`src/hdl/iptrie_pkg.sv`:
```
// Shared types and constants of the prefix trie block.
`timescale 1ns / 1ps
`default_nettype none
package iptrie_pkg;
  localparam int NODE_COUNT_DEF = 1024;
  localparam int KEY_BITS_DEF   = 32;
  localparam logic [31:0] VALUE_EMPTY = 32'hFFFF_FFFF;

  typedef enum logic [1:0] {
    KIND_INSERT = 2'd0,
    KIND_DELETE = 2'd1,
    KIND_FIND   = 2'd2,
    KIND_NONE   = 2'd3
  } kind_t;

  typedef enum logic [1:0] {
    ST_OK     = 2'd0,
    ST_BUSY   = 2'd1,
    ST_ABSENT = 2'd2,
    ST_FULL   = 2'd3
  } status_t;

  typedef enum logic [3:0] {
    S_IDLE, S_WALK, S_LOAD, S_INS_END, S_ALLOC, S_POP, S_LINK, S_NEWN,
    S_DEL_END, S_PR_READ, S_PR_LOAD, S_PR_WN, S_PR_WP, S_FINISH
  } state_t;

  typedef enum logic [3:0] {
    OP_NOP, OP_START, OP_DESCEND, OP_LOAD, OP_INS_SET, OP_ALLOC_FREE,
    OP_ALLOC_POP, OP_ALLOC_UNUSED, OP_LINK, OP_NEWN, OP_DEL_CLEAR,
    OP_PR_READ, OP_PR_LOAD, OP_PR_WN, OP_PR_WP, OP_RESULT
  } dp_op_t;

  typedef struct packed {
    dp_op_t  op;
    logic    set_status;
    status_t status;
  } dp_cmd_t;

  typedef struct packed {
    kind_t kind;
    logic  reached;
    logic  child_zero;
    logic  at_root;
    logic  cur_child;
    logic  cur_valid;
    logic  free_empty;
    logic  unused_full;
    logic  prune_stop;
  } dp_stat_t;
endpackage
`default_nettype wire

```
`src/hdl/iptrie_ctrl.sv`:
```
// Trie controller: sequences walk, allocation and pruning steps of the datapath.
`timescale 1ns / 1ps
`default_nettype none
module iptrie_ctrl (
  input  logic                 clk,
  input  logic                 rst_n,
  input  logic                 in_valid,
  output logic                 in_ready,
  input  logic [1:0]           in_kind,
  output logic                 out_valid,
  input  logic                 out_ready,
  input  iptrie_pkg::dp_stat_t stat,
  output iptrie_pkg::dp_cmd_t  cmd
);
  import iptrie_pkg::*;

  state_t state_r, state_nxt;
  logic   out_valid_r;
  logic   out_free;

  assign in_ready  = (state_r == S_IDLE);
  assign out_valid = out_valid_r;
  assign out_free  = !out_valid_r || out_ready;

  always_ff @(posedge clk) begin
    if (!rst_n) begin
      state_r     <= S_IDLE;
      out_valid_r <= 1'b0;
    end else begin
      state_r <= state_nxt;
      if ((state_r == S_FINISH) && out_free) begin
        out_valid_r <= 1'b1;
      end else if (out_ready) begin
        out_valid_r <= 1'b0;
      end
    end
  end

  always_comb begin
    state_nxt = state_r;
    unique case (state_r)
      S_IDLE: begin
        if (in_valid) begin
          state_nxt = (kind_t'(in_kind) == KIND_NONE) ? S_FINISH : S_WALK;
        end
      end
      S_WALK: begin
        if (stat.reached) begin
          unique case (stat.kind)
            KIND_INSERT: state_nxt = S_INS_END;
            KIND_DELETE: state_nxt = S_DEL_END;
            default:     state_nxt = S_FINISH;
          endcase
        end else if (stat.child_zero) begin
          state_nxt = (stat.kind == KIND_INSERT) ? S_ALLOC : S_FINISH;
        end else begin
          state_nxt = S_LOAD;
        end
      end
      S_LOAD:    state_nxt = S_WALK;
      S_INS_END: state_nxt = S_FINISH;
      S_ALLOC: begin
        if (!stat.free_empty) begin
          state_nxt = S_POP;
        end else if (!stat.unused_full) begin
          state_nxt = S_LINK;
        end else begin
          state_nxt = S_FINISH;
        end
      end
      S_POP:  state_nxt = S_LINK;
      S_LINK: state_nxt = S_NEWN;
      S_NEWN: state_nxt = S_WALK;
      S_DEL_END: begin
        state_nxt = (stat.cur_child || stat.at_root) ? S_FINISH : S_PR_READ;
      end
      S_PR_READ: state_nxt = S_PR_LOAD;
      S_PR_LOAD: state_nxt = S_PR_WN;
      S_PR_WN:   state_nxt = S_PR_WP;
      S_PR_WP:   state_nxt = stat.prune_stop ? S_FINISH : S_PR_READ;
      S_FINISH: begin
        if (out_free) begin
          state_nxt = S_IDLE;
        end
      end
      default: state_nxt = S_IDLE;
    endcase
  end

  always_comb begin
    cmd = '{op: OP_NOP, set_status: 1'b0, status: ST_OK};
    unique case (state_r)
      S_IDLE: begin
        if (in_valid) begin
          cmd = '{op: OP_START, set_status: 1'b1, status: ST_OK};
        end
      end
      S_WALK: begin
        if (!stat.reached) begin
          if (!stat.child_zero) begin
            cmd.op = OP_DESCEND;
          end else if (stat.kind == KIND_DELETE) begin
            cmd.set_status = 1'b1;
            cmd.status     = ST_ABSENT;
          end
        end
      end
      S_LOAD: cmd.op = OP_LOAD;
      S_INS_END: begin
        cmd.set_status = 1'b1;
        if (stat.cur_valid) begin
          cmd.status = ST_BUSY;
        end else begin
          cmd.op = OP_INS_SET;
        end
      end
      S_ALLOC: begin
        if (!stat.free_empty) begin
          cmd.op = OP_ALLOC_FREE;
        end else if (!stat.unused_full) begin
          cmd.op = OP_ALLOC_UNUSED;
        end else begin
          cmd.set_status = 1'b1;
          cmd.status     = ST_FULL;
        end
      end
      S_POP:  cmd.op = OP_ALLOC_POP;
      S_LINK: cmd.op = OP_LINK;
      S_NEWN: cmd.op = OP_NEWN;
      S_DEL_END: begin
        // Inner nodes and the root only lose their value; leaves get pruned.
        if (stat.cur_child || stat.at_root) begin
          cmd.set_status = 1'b1;
          if (stat.cur_valid) begin
            cmd.op = OP_DEL_CLEAR;
          end else begin
            cmd.status = ST_ABSENT;
          end
        end
      end
      S_PR_READ: cmd.op = OP_PR_READ;
      S_PR_LOAD: cmd.op = OP_PR_LOAD;
      S_PR_WN:   cmd.op = OP_PR_WN;
      S_PR_WP:   cmd.op = OP_PR_WP;
      S_FINISH: begin
        if (out_free) begin
          cmd.op = OP_RESULT;
        end
      end
      default: begin
      end
    endcase
  end
endmodule
`default_nettype wire

```
`config.mk`:
```
export PLATFORM = sky130hd
export DESIGN_NAME = iptrie_ctrl
export DESIGN_NICKNAME = d
export VERILOG_FILES = /design/src/hdl/iptrie_pkg.sv /design/src/hdl/iptrie_ctrl.sv
export SDC_FILE = /design/constraint.sdc
export NUM_CORES = 1
export LEC_CHECK = 0
export ABC_AREA = 1
export BUFFER_PORTS_ARGS = -buffer_cell sky130_fd_sc_hd__clkbuf_2
export CORE_UTILIZATION = 47
export DETAILED_ROUTE_END_ITERATION = 7
export PLACE_DENSITY = 0.77
export SETUP_SLACK_MARGIN = 0.1
export SLEW_MARGIN = 20
export SYNTH_ARGS = -nofsm -noshare
export SYNTH_HDL_FRONTEND = slang
export SYNTH_SLANG_ARGS = --single-unit
```
`constraint.sdc`:
```
create_clock -name clk -period 1.65 [get_ports clk]
set_clock_uncertainty 0.2 [all_clocks]
set_input_delay 0 -clock clk [delete_from_list [all_inputs] [get_ports clk]]
set_output_delay 0 -clock clk [all_outputs]
set_load 0.02 [all_outputs]
```
==> flow_summary.toml <==
[status]
status = "finished with violations"
violations = "negative hold slack, negative setup slack"

[global_routing]
antenna_found_initial = 0
grt_pass1_wl_um = 3530
grt_usage_pct = 33.5
grt_overflow = 0
grt_max_degree = 7
grt_pass1_vias = 891

[cells_and_area]
multiInputGateArea_um2 = 608
drive_gt1_share_pct = 52.4
final_core_util_pct = 90.7
area_delta_synth_final_pct = 79.7
nets = 187
antenna_cells = 0
nFillCells = 59
final-seq-area_um2 = 115

[timing]
period_needed_ns = 1.68
post-route-period-util_pct = 102
max_freq_ghz = 0.594
setup_violations = 3
drv_slew = 0
max-slew-margin-rel_pct = 81.8
hold_ws_ns = -0.108
worstMarginPinSlew_ns = 0.272
finalHoldViolations = 3
timing.final.ws_setup_ns = -0.0338
rsz0062_at_grt = "true"

[clock_tree]
numCtsBuffers = 3
cts_hold_buf = 3
cts.sinks = 5
clockRootBuffer = "clkbuf_4"
cts_buffer_depth = 2
clk_latency_ns = 0.24
cts_tree = "yes"
cts.reportedPaths.clkPinSlew_ns = 0.05
ctsHtreeMaxLevel = 1

[power_and_ir_drop]
clockPowerShare_pct = 6.0
seqPwrFrac_pct = 13.6
leakage_nw = 0.608
irDropWorstVdd_mv = 1.36
power.density_nw_per_um2 = 2030
p_int_mw = 1.05
p_total_mw = 2.37
p_comb_share_pct = 80.3
p_sw_mw = 1.31
p_sw_share_pct = 55.5

[placement]
numPortBuffers = 24
dp_hpwl_um = 1530
globalplace.congestion = 0.890

[setup_path]
worst_ep_required_time_ns = 1.45
path_class = "flip-flop to primary output"
regToRegEndpoint = "state_r[0]"
critPathCaptureType = "primary output"
ff2ff_path_depth = 9
reg2reg_from = "state_r[0]"
cp.arrival_ns = 1.48
reg2reg_slack_ns = -0.02
worst-path-max-fanout = 5
startpoint_type = "flip-flop"

[route]
via_per_inst = 6.04
drt_iter0_drc = 95
finalWirelength_um = 3340
drcViolationCount = 0
ant_nets = 0
wl_per_cell_um = 18.0
drt-pass1-iter-count = 4
num_vias = 1118

[worst_hold_path]
holdPathEnd = "state_r[0]"
hold_path.class = "input port to flip-flop"
whs_path_depth = 4
hp-start = "out_ready"

[floorplan]
fp.dieW_um = 39.1
start_util_pct = 50.4
num_rows = 13
die_h_um = 39.1
ios = 25
fp.dieArea_um2 = 1530
core_um2 = 1280

[logic_synthesis]
yosysUniqueCellTypes = 23
syn-cell-area_um2 = 648
syn_area_per_cell_um2 = 5.27
synth_nets = 139
ys_seq_area_share_pct = 15.4
ys_ff_latch = 5
syn_inst = 123
yosys_warnings = 0

[job]
max_cap_viol_count = 0
-- worst max-delay path by stage --
stage               start          to  slack (ns)  cells after the start
2_1_floorplan  state_r[3]      cmd[4]        0.33                      7
5_1_grt        state_r[0]  state_r[0]       -0.05                      9
4_1_cts        state_r[3]      cmd[4]        0.05                      8
6_report       state_r[2]      cmd[4]       -0.03                      6
3_5_place_dp   state_r[3]      cmd[4]        0.18                      8
3_3_place_gp   state_r[3]      cmd[4]        0.18                      8
-- timing repair --
item,in CTS,in global routing
pin swaps,7,12
buffers inserted,11,5
gates resized for setup,35,33
endpoints found under the hold margin,5,3
endpoints found under the setup margin,6,10
-- cells in the mapped netlist (all sizes together) --
library cell   n  area [µm²]
a211oi         1        7.51
a21oi          5        25.0
a31oi          2        12.5
dfxtp          5         100
inv           20        75.1
nand2         44         178
nand3          7        40.0
nand3b         2        15.0
nand4          3        18.8
nor2          24         115
nor3           1        5.00
nor3b          1        7.51
o2111ai        1        8.76
o211ai         1        7.51
o21ai          4        20.0
o22ai          1        6.26
or2            1        6.26
-- worst max-delay path, cell delays in order, from the launching register on --
cell and delay, ns:
dfxtp_4 0.41, inv_6 0.07, nand2_2 0.08, nor2_1 0.07, a31oi_1 0.25, nand4_1 0.18
clkbuf_8 0.19
-- sequential cells by signal, summed over array words and instances (netlist names) --
register and count:
out_valid 1, state_r 4
-- final cells by class --
cell class                      count  area share [%]
Tap cell                           15            1.61
Multi-Input combinational cell     98            52.2
Sequential cell                     5            9.88
Timing Repair Buffer               43            25.9
Clock buffer                        4            2.26
Inverter                           20            8.16
-- power by group through the flow --
stage          clock network (mW)  registers, mW  logic, mW
2_1_floorplan                   0          0.223      0.800
3_3_place_gp                    0          0.229       1.08
3_5_place_dp                    0          0.231       1.08
4_1_cts                     0.143          0.273       1.46
5_1_grt                     0.159          0.322       1.98
6_report                    0.142          0.323       1.90
-- cells by family after synthesis --
| group | Yosys count | share of synthesized area, % |
|---|---|---|
| AOI/OAI and AO/OA | 15 | 13.5 |
| buffers and inverters | 20 | 11.6 |
| and+or+nand+nor | 83 | 59.5 |
| DFF | 5 | 15.4 |
-- layer usage --
layer	up-vias	GRT usage, %	part of all wire, %
li1	490	-	-
met1	477	38.9	35
met2	108	56.7	45
met3	43	9.83	12
met4	0	12.9	8.6
met5	-	0	0
-- stage by stage --
stage	instance area (µm²)	TNS, ns	cells	setup WS, ns	hold slack, ns
floorplan	648	0	123	0.327	-0.0616
global placement	787	0	162	0.178	0.0549
detailed placement	787	0	162	0.185	0.0461
CTS	1030	0	180	0.0460	-0.132
global route	1160	-0.217	185	-0.0525	-0.0995
finish	1160	-0.0578	185	-0.0338	-0.108
-- placed cells by master (no fill, tap or decap), types with 2 or more instances in the layout --
master,netlist,layout
nand2_1,39,26
buf_4,0,19
clkbuf_2,0,18
nor2_1,18,14
nand2_2,5,13
inv_1,17,12
nor2_4,2,7
nand3_1,6,6
inv_2,3,5
a21oi_1,5,4
dfxtp_4,0,4
nor2_2,4,3
nand2_4,0,3
nand4_1,3,3
o21ai_0,3,3
clkbuf_4,0,3
dlygate4sd3_1,0,3
inv_8,0,2
nand2_8,0,2
a31oi_1,2,2
nand3b_1,2,2
clkbuf_8,0,2
(Power assumes the default switching activity.)
